File: src/hdl/stsq_pkg.sv
// Shared types and constants of the servo turnout sequencer.
// No dependencies; used by every module of the block.
`timescale 1ns / 1ps
`default_nettype none

package stsq_pkg;

  localparam int AngleW = 8;
  localparam int CountW = 9;

  // Tick counts for power switch-on settling and power hold after a move
  localparam logic [CountW-1:0] PowerWait = 9'd200;
  localparam logic [CountW-1:0] PowerHold = 9'd500;

  // Operation codes carried in tuser
  typedef enum logic [1:0] {
    OP_TICK    = 2'd0,
    OP_COMMAND = 2'd1,
    OP_POWERUP = 2'd2,
    OP_UNUSED  = 2'd3
  } op_t;

  // Turnout states; bit 0 is the goal endpoint (1 = thrown), bit 1 marks motion
  typedef enum logic [1:0] {
    ST_CLOSED   = 2'd0,
    ST_THROWN   = 2'd1,
    ST_CLOSING  = 2'd2,
    ST_THROWING = 2'd3
  } turnout_state_t;

  // Configuration register indexes
  typedef enum logic [2:0] {
    REG_THROW_ANGLE     = 3'd0,
    REG_STEP_TICKS      = 3'd1,
    REG_INVERT_OP       = 3'd2,
    REG_INVERT_FROG     = 3'd3,
    REG_HAS_POWER_SW    = 3'd4,
    REG_HAS_FROG_OUT    = 3'd5,
    REG_IGNORE_SAVED    = 3'd6,
    REG_ACTIVATE_ON_PU  = 3'd7
  } reg_index_t;

  typedef struct packed {
    logic [AngleW-1:0] throw_angle;
    logic [7:0]        step_ticks;
    logic              invert_operation;
    logic              invert_frog;
    logic              has_power_switch;
    logic              has_frog_output;
    logic              ignore_saved_state;
    logic              activate_on_power_up;
  } cfg_t;

  // Result item, packed so that the last field sits in the lowest bits
  typedef struct packed {
    logic              command_accepted;
    logic              reached_endpoint;
    logic [1:0]        motion_state;
    logic              reported_active;
    logic              frog_high;
    logic              power_enabled;
    logic [AngleW-1:0] servo_angle;
  } result_t;

endpackage

`default_nettype wire

File: src/hdl/stsq_cfg.sv
// Configuration register file of the servo turnout sequencer.
// Depends on stsq_pkg.
`timescale 1ns / 1ps
`default_nettype none

module stsq_cfg (
  input  wire logic              clk,
  input  wire logic              rst,
  input  wire logic              cfg_write,
  input  wire logic [2:0]        cfg_index,
  input  wire logic [7:0]        cfg_data,
  output stsq_pkg::cfg_t         cfg
);

  always_ff @(posedge clk) begin
    if (rst) begin
      cfg.throw_angle          <= 8'd180;
      cfg.step_ticks           <= 8'd10;
      cfg.invert_operation     <= 1'b0;
      cfg.invert_frog          <= 1'b0;
      cfg.has_power_switch     <= 1'b0;
      cfg.has_frog_output      <= 1'b0;
      cfg.ignore_saved_state   <= 1'b0;
      cfg.activate_on_power_up <= 1'b0;
    end else if (cfg_write) begin
      unique case (stsq_pkg::reg_index_t'(cfg_index))
        stsq_pkg::REG_THROW_ANGLE:    cfg.throw_angle          <= cfg_data;
        stsq_pkg::REG_STEP_TICKS:     cfg.step_ticks           <= cfg_data;
        stsq_pkg::REG_INVERT_OP:      cfg.invert_operation     <= cfg_data[0];
        stsq_pkg::REG_INVERT_FROG:    cfg.invert_frog          <= cfg_data[0];
        stsq_pkg::REG_HAS_POWER_SW:   cfg.has_power_switch     <= cfg_data[0];
        stsq_pkg::REG_HAS_FROG_OUT:   cfg.has_frog_output      <= cfg_data[0];
        stsq_pkg::REG_IGNORE_SAVED:   cfg.ignore_saved_state   <= cfg_data[0];
        stsq_pkg::REG_ACTIVATE_ON_PU: cfg.activate_on_power_up <= cfg_data[0];
        default: ;
      endcase
    end
  end

endmodule

`default_nettype wire

File: src/hdl/stsq_core.sv
// Turnout state registers and the combinational update for one request.
// Depends on stsq_pkg.
`timescale 1ns / 1ps
`default_nettype none

module stsq_core (
  input  wire logic             clk,
  input  wire logic             rst,
  input  wire logic             accept,
  input  wire logic [1:0]       operation,
  input  wire logic             requested_active,
  input  wire stsq_pkg::cfg_t   cfg,
  output stsq_pkg::result_t     result
);

  stsq_pkg::turnout_state_t state, state_next;
  logic [7:0] position, position_next;
  logic [8:0] countdown, countdown_next;
  logic       power_flag, power_flag_next;
  logic       frog_level, frog_level_next;

  logic [8:0] count_dec;
  logic [7:0] target;
  logic       goal;
  logic       reached;
  logic       accepted;

  always_comb begin
    state_next      = state;
    position_next   = position;
    countdown_next  = countdown;
    power_flag_next = power_flag;
    frog_level_next = frog_level;
    reached         = 1'b0;
    accepted        = 1'b0;
    goal            = 1'b0;
    count_dec       = (countdown != 9'd0) ? countdown - 9'd1 : 9'd0;
    target          = state[0] ? cfg.throw_angle : 8'd0;

    unique case (stsq_pkg::op_t'(operation))
      stsq_pkg::OP_TICK: begin
        countdown_next = count_dec;
        if (!state[1]) begin
          // settled: drop power once the hold time has run out
          if (power_flag && count_dec == 9'd0 && cfg.has_power_switch)
            power_flag_next = 1'b0;
        end else if (position == target) begin
          countdown_next = stsq_pkg::PowerHold;
          state_next     = state[0] ? stsq_pkg::ST_THROWN : stsq_pkg::ST_CLOSED;
          reached        = 1'b1;
          if (cfg.has_frog_output)
            frog_level_next = state[0] ^ cfg.invert_frog;
        end else if (count_dec == 9'd0) begin
          position_next  = state[0] ? position + 8'd1 : position - 8'd1;
          countdown_next = {1'b0, cfg.step_ticks};
        end
      end
      stsq_pkg::OP_COMMAND: begin
        goal = requested_active ^ cfg.invert_operation;
        if (goal != state[0]) begin
          accepted = 1'b1;
          state_next = goal ? stsq_pkg::ST_THROWING : stsq_pkg::ST_CLOSING;
          if (cfg.has_power_switch) begin
            power_flag_next = 1'b1;
            countdown_next  = stsq_pkg::PowerWait;
          end
        end
      end
      stsq_pkg::OP_POWERUP: begin
        // power goes off then straight back on, so only the switch-on stays
        goal = cfg.ignore_saved_state & (cfg.activate_on_power_up ^ cfg.invert_operation);
        position_next = goal ? cfg.throw_angle : 8'd0;
        state_next    = goal ? stsq_pkg::ST_THROWING : stsq_pkg::ST_CLOSING;
        if (cfg.has_power_switch) begin
          power_flag_next = 1'b1;
          countdown_next  = stsq_pkg::PowerWait;
        end
      end
      default: ;
    endcase

    result.servo_angle      = position_next;
    result.power_enabled    = power_flag_next;
    result.frog_high        = frog_level_next;
    // a moving state reports the endpoint it is leaving
    result.reported_active  = state_next[1] ^ state_next[0] ^ cfg.invert_operation;
    result.motion_state     = state_next;
    result.reached_endpoint = reached;
    result.command_accepted = accepted;
  end

  always_ff @(posedge clk) begin
    if (rst) begin
      state      <= stsq_pkg::ST_CLOSED;
      position   <= 8'd0;
      countdown  <= 9'd0;
      power_flag <= 1'b0;
      frog_level <= 1'b0;
    end else if (accept) begin
      state      <= state_next;
      position   <= position_next;
      countdown  <= countdown_next;
      power_flag <= power_flag_next;
      frog_level <= frog_level_next;
    end
  end

endmodule

`default_nettype wire

File: src/hdl/stsq_skid.sv
// Output register with a skid stage for result items.
// Depends on stsq_pkg.
`timescale 1ns / 1ps
`default_nettype none

module stsq_skid (
  input  wire logic               clk,
  input  wire logic               rst,
  input  wire logic               in_valid,
  output logic                    in_ready,
  input  wire stsq_pkg::result_t  in_data,
  output logic                    out_valid,
  input  wire logic               out_ready,
  output stsq_pkg::result_t       out_data
);

  logic              skid_valid;
  stsq_pkg::result_t skid_data;

  assign in_ready = !skid_valid;

  always_ff @(posedge clk) begin
    if (rst) begin
      out_valid  <= 1'b0;
      skid_valid <= 1'b0;
    end else if (out_ready || !out_valid) begin
      if (skid_valid) begin
        out_valid  <= 1'b1;
        skid_valid <= 1'b0;
      end else begin
        out_valid  <= in_valid;
      end
    end else if (in_valid && !skid_valid) begin
      skid_valid <= 1'b1;
    end
  end

  always_ff @(posedge clk) begin
    if (out_ready || !out_valid) begin
      out_data <= skid_valid ? skid_data : in_data;
    end else if (in_valid && !skid_valid) begin
      skid_data <= in_data;
    end
  end

endmodule

`default_nettype wire

File: src/hdl/servo_turnout_sequencer.sv
// Top level of the servo turnout sequencer.
// Depends on stsq_pkg, stsq_cfg, stsq_core and stsq_skid.
//
// Usage:
//   s_* channel: one request per tick, server command or power-up init.
//     s_tuser carries the operation code, s_tdata[0] the requested level.
//   m_* channel: exactly one result request per input request, in order,
//     carrying servo angle, power, frog level, reported state, motion state
//     and the reached / accepted flags.
//   cfg_*: plain register writes, taken at any edge with cfg_write high;
//     write only while no request is in flight.
// Each result is registered at the edge that accepts its input.
// Throughput: one request per cycle while s_tready is high; the whole update
//   is one combinational pass from the state registers into the output register.
// Stall: a skid stage behind the output register takes one more result
//   while the receiver holds m_tready low; s_tready drops only once that
//   stage is full and rises again when the output drains.
// Reset (rst, synchronous): state closed, angle 0, countdown 0, power and
//   frog low, registers at defaults (throw 180, step 10, flags 0), no
//   result pending.
`timescale 1ns / 1ps
`default_nettype none

module servo_turnout_sequencer (
  input  wire logic        clk,
  input  wire logic        rst,
  // input requests
  input  wire logic        s_tvalid,
  output logic             s_tready,
  input  wire logic [7:0]  s_tdata,   // [0] requested_active, [7:1] zero
  input  wire logic [1:0]  s_tuser,   // [1:0] operation
  // result requests
  output logic             m_tvalid,
  input  wire logic        m_tready,
  output logic [15:0]      m_tdata,   // [7:0] servo_angle, [8] power_enabled,
                                      // [9] frog_high, [10] reported_active,
                                      // [12:11] motion_state, [13] reached_endpoint,
                                      // [14] command_accepted, [15] zero
  // configuration writes
  input  wire logic        cfg_write,
  input  wire logic [2:0]  cfg_index,
  input  wire logic [7:0]  cfg_data
);

  stsq_pkg::cfg_t    cfg;
  stsq_pkg::result_t core_result;
  stsq_pkg::result_t out_result;
  logic              accept;

  assign accept = s_tvalid && s_tready;

  stsq_cfg u_cfg (
    .clk       (clk),
    .rst       (rst),
    .cfg_write (cfg_write),
    .cfg_index (cfg_index),
    .cfg_data  (cfg_data),
    .cfg       (cfg)
  );

  // state update happens in the same cycle the request is accepted
  stsq_core u_core (
    .clk              (clk),
    .rst              (rst),
    .accept           (accept),
    .operation        (s_tuser),
    .requested_active (s_tdata[0]),
    .cfg              (cfg),
    .result           (core_result)
  );

  stsq_skid u_skid (
    .clk       (clk),
    .rst       (rst),
    .in_valid  (accept),
    .in_ready  (s_tready),
    .in_data   (core_result),
    .out_valid (m_tvalid),
    .out_ready (m_tready),
    .out_data  (out_result)
  );

  assign m_tdata = {1'b0, out_result};

`ifndef SYNTHESIS
  // reset leaves no result pending
  a_reset_empty: assert property (@(posedge clk) rst |=> !m_tvalid)
    else $error("result pending after reset");

  // finishing a move always lands on an endpoint state
  a_reached_settled: assert property (@(posedge clk) disable iff (rst)
    (m_tvalid && m_tdata[13]) |-> !m_tdata[12])
    else $error("endpoint reached but still moving");

  // an accepted command always starts motion
  a_accept_moving: assert property (@(posedge clk) disable iff (rst)
    (m_tvalid && m_tdata[14]) |-> m_tdata[12])
    else $error("command accepted without a move");

  // a result not taken is held for the receiver
  a_result_held: assert property (@(posedge clk) disable iff (rst)
    (m_tvalid && !m_tready) |=> (m_tvalid && $stable(m_tdata)))
    else $error("stalled result changed");
`endif

endmodule

`default_nettype wire

File: config.mk
export PLATFORM = sky130hd
export DESIGN_NAME = servo_turnout_sequencer
export DESIGN_NICKNAME = d
export VERILOG_FILES = /design/src/hdl/stsq_pkg.sv /design/src/hdl/stsq_cfg.sv /design/src/hdl/stsq_core.sv /design/src/hdl/stsq_skid.sv /design/src/hdl/servo_turnout_sequencer.sv
export SDC_FILE = /design/constraint.sdc
export NUM_CORES = 1
export LEC_CHECK = 0
export ABC_AREA = 1
export BUFFER_PORTS_ARGS = -buffer_cell sky130_fd_sc_hd__clkbuf_2
export CORE_MARGIN = 5
export CORE_UTILIZATION = 40
export CTS_BUF_LIST = sky130_fd_sc_hd__clkbuf_8 sky130_fd_sc_hd__clkbuf_16
export DETAILED_ROUTE_END_ITERATION = 8
export GPL_ROUTABILITY_DRIVEN = 0
export PLACE_DENSITY = 0.58
export SYNTH_ARGS = -nofsm -noshare
export SYNTH_HDL_FRONTEND = slang
export SYNTH_SLANG_ARGS = --single-unit
File: constraint.sdc
create_clock -name clk -period 5.1 [get_ports clk]
set_input_delay 1.02 -clock clk [delete_from_list [all_inputs] [get_ports clk]]
set_output_delay 1.02 -clock clk [all_outputs]
set_load 0.02 [all_outputs]
== Word-level counts from Yosys, hierarchy flattened ==
Cells that the tools add are included.
Storage, ports and cells
  register bits: 75
  input bits: 26
  output and inout port bits: 18
  logic and storage cells: 111
Operators by class
  add/sub/neg operators: 3
  equal/unequal tests: 12
  muxes and demuxes: 37
  bitwise logic cells: 7
  reduce and logical (&&, ||, !) cells: 23
Operators with widths (number)
  9-bit 2-to-1 mux: 6
  8-bit 2-to-1 mux: 6
  9-bit case mux with 3 select lines: 1
  2-bit AND reduction: 9
  1-bit 2-to-1 mux: 17
  8-bit case mux with 2 select lines: 1
  15-bit 2-to-1 mux: 1
  3-bit equality test (second input constant): 4
  9-bit logical NOT: 1
  9-bit nonzero test: 1
  9-bit by 1-bit subtractor with 9-bit output (second input constant): 1
  8-bit by 1-bit adder with 8-bit output (second input constant): 1
  8-bit equality test: 1
  8-bit by 1-bit subtractor with 8-bit output (second input constant): 1
  3-bit by 2-bit equality test with 1-bit output (second input constant): 2
  2-bit 2-to-1 mux: 3
  2-bit case mux with 3 select lines: 1
  1-bit bitwise XOR: 5
  1-bit logical AND: 4
  3-bit by 1-bit equality test with 1-bit output (second input constant): 1
  3-bit logical NOT: 1
  1-bit case mux with 3 select lines: 1
  3-bit AND reduction: 1
  3-bit nonzero test: 1
  10 further kinds: 11

== Longest topological paths before layout ==
Gate-level depths: netlist of the first run.
  depth in word-level cells: 9
  depth in mapped cells: 17
  mapped depth without buffers: 15

== By module ==
Synthesis of the first run repeated with hierarchy kept, for this count alone.
Unflattened totals
  cells, all modules: 594
  area total of the unflattened synthesis: 4405.5 um^2
By module, submodules not included
  stsq_core: instances 1, cells an instance 363, area an instance 2240.9 um^2, seq. area each 420.4 um^2
  stsq_skid: instances 1, cells an instance 91, area an instance 1208.7 um^2, seq. area each 940.9 um^2
  stsq_cfg: instances 1, cells an instance 136, area an instance 937.1 um^2, seq. area each 440.4 um^2
  servo_turnout_sequencer: instances 1, cells an instance 4, area an instance 18.8 um^2, seq. area each 0.0 um^2

== Worst setup path before layout of the first run ==
No wires, ideal clock.
  path type: in2reg
  start: input m_tready
  end: register u_skid.skid_data[0] (netlist bit) (enable)
  setup time: 0.386 ns
  arrival: 2.154 ns
  required time: 4.714 ns
  setup slack: 2.559 ns
  cell stages on the path: 3
  path buffers: 0
  path through: inv_1 nand2_1 nor2_1
On the way
  longest elaborated chain between the ends: 3
Ends and longest elaborated chain
  start: declaration: line servo_turnout_sequencer.sv:34  | input wire logic m_tready,
  1-bit logical OR: line stsq_skid.sv:39  | if (out_ready || !out_valid) begin
  1-bit inverter (no source line)
  2-bit AND reduction (no source line)
  end signal: assignment: line stsq_skid.sv:42  | skid_data <= in_data;
  end: declaration: line stsq_skid.sv:18  | stsq_pkg::result_t skid_data;
No other way between the ends.
A chain may end at the register's enable or synchronous reset.

== Worst setup path after layout of the first run ==
  start: register u_skid.skid_valid
  end: register u_core.countdown[2]
On the way
  longest elaborated chain between the ends: 3
Ends and longest elaborated chain
  start: declaration: line stsq_skid.sv:17  | logic skid_valid;
  start signal: assignment: line stsq_skid.sv:25  | skid_valid <= 1'b0;
  start signal: assignment: line stsq_skid.sv:29  | skid_valid <= 1'b0;
  start signal: assignment: line stsq_skid.sv:34  | skid_valid <= 1'b1;
  1-bit logical NOT: line stsq_skid.sv:20  | assign in_ready = !skid_valid;
  1-bit logical AND: line servo_turnout_sequencer.sv:50  | assign accept = s_tvalid && s_tready;
  3-bit AND reduction (no source line)
  end signal: assignment: line stsq_core.sv:102  | countdown <= countdown_next;
  end: declaration: line stsq_core.sv:18  | logic [8:0] countdown, countdown_next;
No other way between the ends.

==> results.toml, run 1 <==
[status]
status = "finished clean"

[logic_synthesis]
yosysTopAreaCell = "dfxtp_1"
synth_ff_type = "dfxtp_1"
syn-num-nets = 622
syn_area_per_cell_um2 = 7.496
ys_seq_area_frac = 0.4130
yosysMostFrequentCell = "nand2_1"
synth_edf_count = 30
synth.top_cells.by_count = "160 x nand2_1, 72 x inv_1, 51 x nand3_1"
ys_ff_latch = 75
synthTopCellsByArea = "dfxtp_1 21%, edfxtp_1 21%, nand2_1 14%"
async_reset_ff_frac = 0
synth_cells = 582
yosysTopAreaCellShare = 0.2065
syn_area_mm2 = 0.004363
yosysWarnings = 0
synth_cell_types = 42

[cells_and_area]
fillers = 1072
drive_above_1_share = 0.1477
fin_nets = 651
areaGrowthSynthToFinish_pct = 11.07
antenna_cells = 0

[route]
via_per_inst = 5.044
vias = 3813
drtAntennaViolNets = 0
drcViolationCount = 0
wl_per_cell_um = 13.81
first_pass_iters = 5
wirelength_um = 10440
drtIter0Drc = 205

[floorplanning]
coreArea_mm2 = 0.01075
fp.dieH_um = 114.4
die_area_mm2 = 0.01310
row_count = 38
initial_core_util = 0.4060
ioPinCount = 44
die_x_um = 114.4

[setup_path]
crit_chain = "inv_2, nand2_1, inv_1, and3_1, inv_1, nor2_2, inv_1, a21oi_1, nand2_1, a21oi_1"
worstPathRequired_ps = 5370
r2r-start = "u_skid.skid_valid$_SDFFE_PP0P_"
crit_path_end_kind = "register"
crit_arrival_ps = 3320
cpMostUsedCell = "inv_1"
worst_path_max_delay_cell = "inv_1"
cp-startpoint = "u_skid.skid_valid$_SDFFE_PP0P_"
cp_num_buf_inv = 4
cp_top_family = "simple AND/OR/NAND/NOR gates"
cp-start-kind = "register"
slowest_delay_ps = 500
cp_max_fo = 19
critPathKind = "reg2reg"

[clock_tree]
cts_tree = "yes"
clk_pin_slew_ps = 90
cts_buffer_depth = 2
hold_buffers = 0
clock_sinks = 75
cts_resized = 0
cts_buffers = 9
clk-insertion-delay-late_ps = 350
postCtsSetupBuffers = 0
cts_root_buffer = "clkbuf_8"
cts-htree-levels = 3

[timing]
finalSetupTns_ps = 0
drv_slew = 0
finalCritPeriodShare = 0.5993
hold_violations = 0
setup_ws_ps = 2044
post-route-min-period_ps = 3056
timing.fmax_mhz = 327.2
relSlewSlack = 0.4855
fin_worst_skew_ps = 12.04
worst_slew_pin_slew_ps = 770.6
rsz0062_at_grt = "no"
setup_viol = 0

[global_route]
first_global_vias = 3638
grt_pass1_wl_um = 17370
track_usage = 0.1651
grt_overflow = 0
grt_max_degree = 27
antenna_found_initial = 0

[worst_hold_path]
hp-class = "reg2reg"
hold_start = "u_cfg.cfg[8]$_SDFFE_PP0P_"

[power]
power.density_mw_per_mm2 = 325.7
p_leak_nw = 2.313
ir_drop_v = 0.0001324

[flow_run]
maxCapViolCount = 0

[placement]
place_ws_ps = 1864
dp_hpwl_um = 7757
io_buffers = 35
==> power by group <==
group	switching, W	total (W)	internal [W]
combinational	0.000239	0.000355	0.000116
clock	0.000242	0.000536	0.000294
sequential	0.0000261	0.000687	0.000661
==> worst reg2reg max path, delay by kind of cell, from the launching register on <==
kind | cells | cell delay (ps)
compound gates | 2 | 250
flops | 1 | 480
buf+inv | 4 | 1110
simple gates | 4 | 1120
==> placed cells by master, fill, tap and decap left out, types with 9 or more instances in the layout <==
cell type	instances
o21ai_0	27
nand3_2	20
dfxtp_1	45
nand2_1	160
nor2_1	43
clkbuf_2	35
a21oi_1	36
inv_1	72
clkbuf_8	10
edfxtp_1	30
nand3_1	51
ha_1	13
nand4_1	9
==> area by class of cell <==
type / count / area, um^2 / area share
Timing Repair Buffer: 36 / 182.7 / 0.03770
Sequential cell: 75 / 1802 / 0.3718
Clock inverter: 6 / 95.09 / 0.01962
Clock buffer: 10 / 137.6 / 0.02840
Multi-Input combinational cell: 414 / 2172 / 0.4482
Inverter: 75 / 281.5 / 0.05809
Tap cell: 140 / 175.2 / 0.03615
==> cell families (layout without fill, tap and decap cells) <==
kind of cell	after synthesis	after routing	share of synthesized area
and+or+nand+nor	301	301	0.3209
buffers and inverters	93	127	0.08919
AOI/OAI and AO/OA	89	89	0.1162
DFF	75	75	0.4130
adders and majority gates	14	14	0.04187
xor gates and xnor gates	9	9	0.01807
other	1	1	0.0008595
==> flip-flops by register name, indices dropped and copies added (netlist names) <==
register / cells
u_skid.skid_valid: 1
u_core.state: 2
u_core.frog_level: 1
u_skid.skid_data: 15
u_core.position: 8
u_skid.out_data: 15
u_core.power_flag: 1
u_skid.out_valid: 1
u_cfg.cfg: 22
u_core.countdown: 9
==> per-stage QoR <==
| step | power, W | util | hold WS [ps] | cells | area, um^2 |
|---|---|---|---|---|---|
| 6_report | 0.001578 | 0.4510 | 467.8 | 756 | 4846 |
| 5_1_grt | 0.001670 | 0.4510 | 486.6 | 756 | 4846 |
| 4_1_cts | 0.001592 | 0.4510 | 470.4 | 756 | 4846 |
| 3_5_place_dp | 0.001053 | 0.4293 | 457.0 | 740 | 4613 |
| 3_3_place_gp | 0.001047 | 0.4293 | 457.7 | 740 | 4613 |
| 2_1_floorplan | 0.0009805 | - | 423.6 | 582 | 4363 |
==> per-layer routing <==
metal	up-vias	track usage	wire length, um
met5	-	0	0
met4	0	0.05780	178
met3	16	0.03277	462
met2	87	0.2724	4929
li1	1963	-	-
met1	1747	0.2153	4870
==> final timing paths <==
path	to	cells after the start	slack (ps)
min reg2reg	u_cfg.cfg[8]$_SDFFE_PP0P_	2	470
max	u_core.countdown[2]$_SDFFE_PP0P_	10	2040
max reg2reg	u_core.countdown[2]$_SDFFE_PP0P_	10	2040
min	u_cfg.cfg[8]$_SDFFE_PP0P_	2	470
No activity file was read; power rests on OpenSTA's default activity.
==> inputs of run 2 (changes only) <==
--- a/config.mk
+++ b/config.mk
@@ -5,7 +5,7 @@
 export SDC_FILE = /design/constraint.sdc
 export NUM_CORES = 1
 export LEC_CHECK = 0
-export ABC_AREA = 1
+export ABC_AREA = 0
 export BUFFER_PORTS_ARGS = -buffer_cell sky130_fd_sc_hd__clkbuf_2
 export CORE_MARGIN = 5
 export CORE_UTILIZATION = 40
==> constraint.sdc (replaced) <==
create_clock -name clk -period 3.2 [get_ports clk]
set_input_delay 0.64 -clock clk [delete_from_list [all_inputs] [get_ports clk]]
set_output_delay 0.64 -clock clk [all_outputs]
set_load 0.02 [all_outputs]
==> run 2 against run 1 <==
Wire length up 3.2%. Utilization up 1.4 points. Non-clock buffer count up 17. Largest cell class unchanged. Sequential share of layout area is 0.22 points higher. Synthesized area is 2.5% lower. Setup slack worse by 1900 ps. Global-route usage is 0.73 points higher. Cell area decreased by 0.59%. Fmax increased by 0.40%. Highest routed layer unchanged. Power grew 43%. Via count shrank 3.2%.
==> results.toml, run 2 <==
[status]
status = "finished clean"

[global_route]
antenna_found_initial = 0
grt_overflow = 0
track_usage = 0.1724
first_global_vias = 3550
grt_pass1_wl_um = 17980
grt_max_degree = 33

[worst_hold_path]
hold_start = "u_cfg.cfg[6]$_SDFFE_PP0P_"
hp-class = "reg2reg"
min_to = "u_cfg.cfg[6]$_SDFFE_PP0P_"
whs_path_depth = 2

[timing]
timing.fmax_mhz = 328.5
setup_viol = 0
worst_slew_pin_slew_ps = 828.9
relSlewSlack = 0.4474
finalSetupTns_ps = 0
fin_worst_skew_ps = 14.89
rsz0062_at_grt = "no"
hold_violations = 0
finalCritPeriodShare = 0.9512
post-route-min-period_ps = 3044
drv_slew = 0

[setup_path]
crit_chain = "inv_1, ha_1, or4b_1, a211oi_1, o221a_1, o211a_1, nand4_1, and2_1, o31ai_1"
cp_num_buf_inv = 1
r2r-start = "u_core.countdown[0]$_SDFFE_PP0P_"
cp_top_family = "simple AND/OR/NAND/NOR gates"
cp-start-kind = "register"
critPathKind = "reg2reg"
worstPathRequired_ps = 3370
worst_path_max_delay_cell = "or4b_1"
r2r_cells = 9
regToRegSetupSlack_ps = 160
crit_arrival_ps = 3210
r2r_end = "u_skid.out_data[5]$_DFFE_PP_"
crit_path_end_kind = "register"
slowest_delay_ps = 600
cp_max_fo = 8

[route]
via_per_inst = 5.712
vias = 3690
first_pass_iters = 5
drtAntennaViolNets = 0
drcViolationCount = 0
wl_per_cell_um = 16.67
wirelength_um = 10770
drtIter0Drc = 272

[cells_and_area]
final_common_cell = "nand2_1"
drive_above_1_share = 0.1667
reg.largest.list = "u_cfg.cfg (22), u_skid.out_data (15), u_skid.skid_data (15)"
top_register = "u_cfg.cfg"
antenna_cells = 0
largest_reg_flops = 22
fillers = 1027
finalInstanceArea_mm2 = 0.004817
fin_nets = 545
seqCellArea_mm2 = 0.001802
final_cell_mix = "51 x nand2_1, 46 x nor2_1, 45 x dfxtp_1"
fin_util = 0.4645
areaGrowthSynthToFinish_pct = 13.27
multi_input_area_mm2 = 0.002257

[logic_synthesis]
yosysTopAreaCellShare = 0.2118
async_reset_ff_frac = 0
synth_edf_count = 30
synth_cells = 470
synthTopCellsByArea = "dfxtp_1 21%, edfxtp_1 21%, nand2_1 4.5%"
yosysWarnings = 0
synth.top_cells.by_count = "51 x nand2_1, 46 x nor2_1, 45 x dfxtp_1"
synth_top_family_by_area = "compound AO/OA/AOI/OAI gates"
syn_area_per_cell_um2 = 9.049
synth-simple-area-share = 0.1945
synth_ff_type = "dfxtp_1"
synth_compound_area_frac = 0.2130
synthMuxAreaShare = 0.04884
yosysMostFrequentCell = "nand2_1"
synth_xor_area_frac = 0.02883
yosysTopAreaCell = "dfxtp_1"
ys_seq_area_frac = 0.4237
syn_area_mm2 = 0.004253
synth_fa_ha_area_frac = 0.04295
ys_ff_latch = 75
synth_cell_types = 74
syn-num-nets = 510

[floorplanning]
coreArea_mm2 = 0.01037
ioPinCount = 44
initial_core_util = 0.4101
die_x_um = 113.1
row_count = 37
fp.dieH_um = 113.1
die_area_mm2 = 0.01279

[clock_tree]
cts_root_buffer = "clkbuf_8"
cts_buffers = 9
cts_buffer_depth = 2
cts-htree-levels = 3
hold_buffers = 0
cts_tree = "yes"
clk_pin_slew_ps = 90
clock_sinks = 75
clk-insertion-delay-late_ps = 350

[power]
power.density_mw_per_mm2 = 468.3
ir_drop_v = 0.0002376
p_leak_nw = 1.893

[placement]
io_buffers = 35
dp_hpwl_um = 7785
post_dp_cell_area_mm2 = 0.004609

[flow_run]
maxCapViolCount = 0
run 2: cell count changes in the layout (fill, tap and decap cells not counted), sizes merged, moves of 9 or more:
| cell | delta |
|---|---|
| o21ai | -10 |
| a21oi | -9 |
| nand3 | -56 |
| buf | +17 |
| mux2i | +14 |
| nand2 | -111 |
| inv | -54 |
run 2: what timing repair did:
action / CTS / global route
resized for setup: 0 / 2
buffers inserted: 0 / 0
endpoints found under the setup margin: 0 / 2
run 2: layout make-up:
| class | instances | area share |
|---|---|---|
| multi-input combinational | 347 | 0.4686 |
| sequential | 75 | 0.3740 |
| timing repair buffer | 53 | 0.06442 |
| tap | 136 | 0.03532 |
| clock buffer | 10 | 0.02857 |
| inverter | 19 | 0.01481 |
| clock inverter | 6 | 0.01429 |
run 2: kinds of logic (layout without fill, tap and decap cells):
| logic type | Yosys count | after routing |
|---|---|---|
| fa+ha+maj | 14 | 14 |
| compound gates | 129 | 129 |
| buf+inv | 48 | 88 |
| other cells | 1 | 1 |
| flops | 75 | 75 |
| simple gates | 169 | 169 |
| mux | 20 | 20 |
| xor+xnor | 14 | 14 |
run 2: how the worst max path moves through the flow:
stage	startpoint	to	slack [ps]	cells past startpoint
floorplan	u_core.state[0]$_SDFFE_PP0P_	u_core.countdown[0]$_SDFFE_PP0P_	510	8
global placement	u_core.countdown[0]$_SDFFE_PP0P_	u_skid.out_data[0]$_DFFE_PP_	170	9
detailed placement	u_core.countdown[0]$_SDFFE_PP0P_	u_skid.out_data[0]$_DFFE_PP_	160	9
CTS	u_core.countdown[0]$_SDFFE_PP0P_	u_skid.out_data[0]$_DFFE_PP_	160	9
global route	u_core.countdown[0]$_SDFFE_PP0P_	u_skid.out_data[3]$_DFFE_PP_	10	9
finish	u_core.countdown[0]$_SDFFE_PP0P_	u_skid.out_data[5]$_DFFE_PP_	160	9
run 2: worst reg2reg max path, stage by stage, from the launching register on:
cell and delay (ps):
dfxtp_1 350, inv_1 90, ha_1 220, or4b_1 600
a211oi_1 220, o221a_1 230, o211a_1 300, nand4_1 300
and2_1 290, o31ai_1 270
run 2: metrics by stage:
| step | total power (W) | hold WS (ps) | setup WS [ps] | instances |
|---|---|---|---|---|
| finish | 0.002256 | 467.4 | 156.0 | 646 |
| global route | 0.002367 | 494.3 | 12.87 | 646 |
| CTS | 0.002271 | 469.2 | 155.6 | 646 |
| detailed placement | 0.001498 | 456.6 | 163.4 | 630 |
| global placement | 0.001493 | 455.0 | 169.4 | 630 |
| floorplan | 0.001374 | 436.6 | 508.8 | 470 |
run 2: power breakdown:
group	leakage (nW)	internal (W)	total (W)	switching (W)
Sequential	0.674	0.00104	0.00107	0.0000329
Clock	0.104	0.000389	0.000776	0.000388
Combinational	1.12	0.000160	0.000409	0.000249
run 2: per-layer routing:
metal	vias to the layer above	global-route usage	routed length, um
li1	1800	-	-
met1	1744	0.2436	5108
met2	133	0.2686	4728
met3	13	0.04011	808
met4	0	0.04006	125
met5	-	0	0
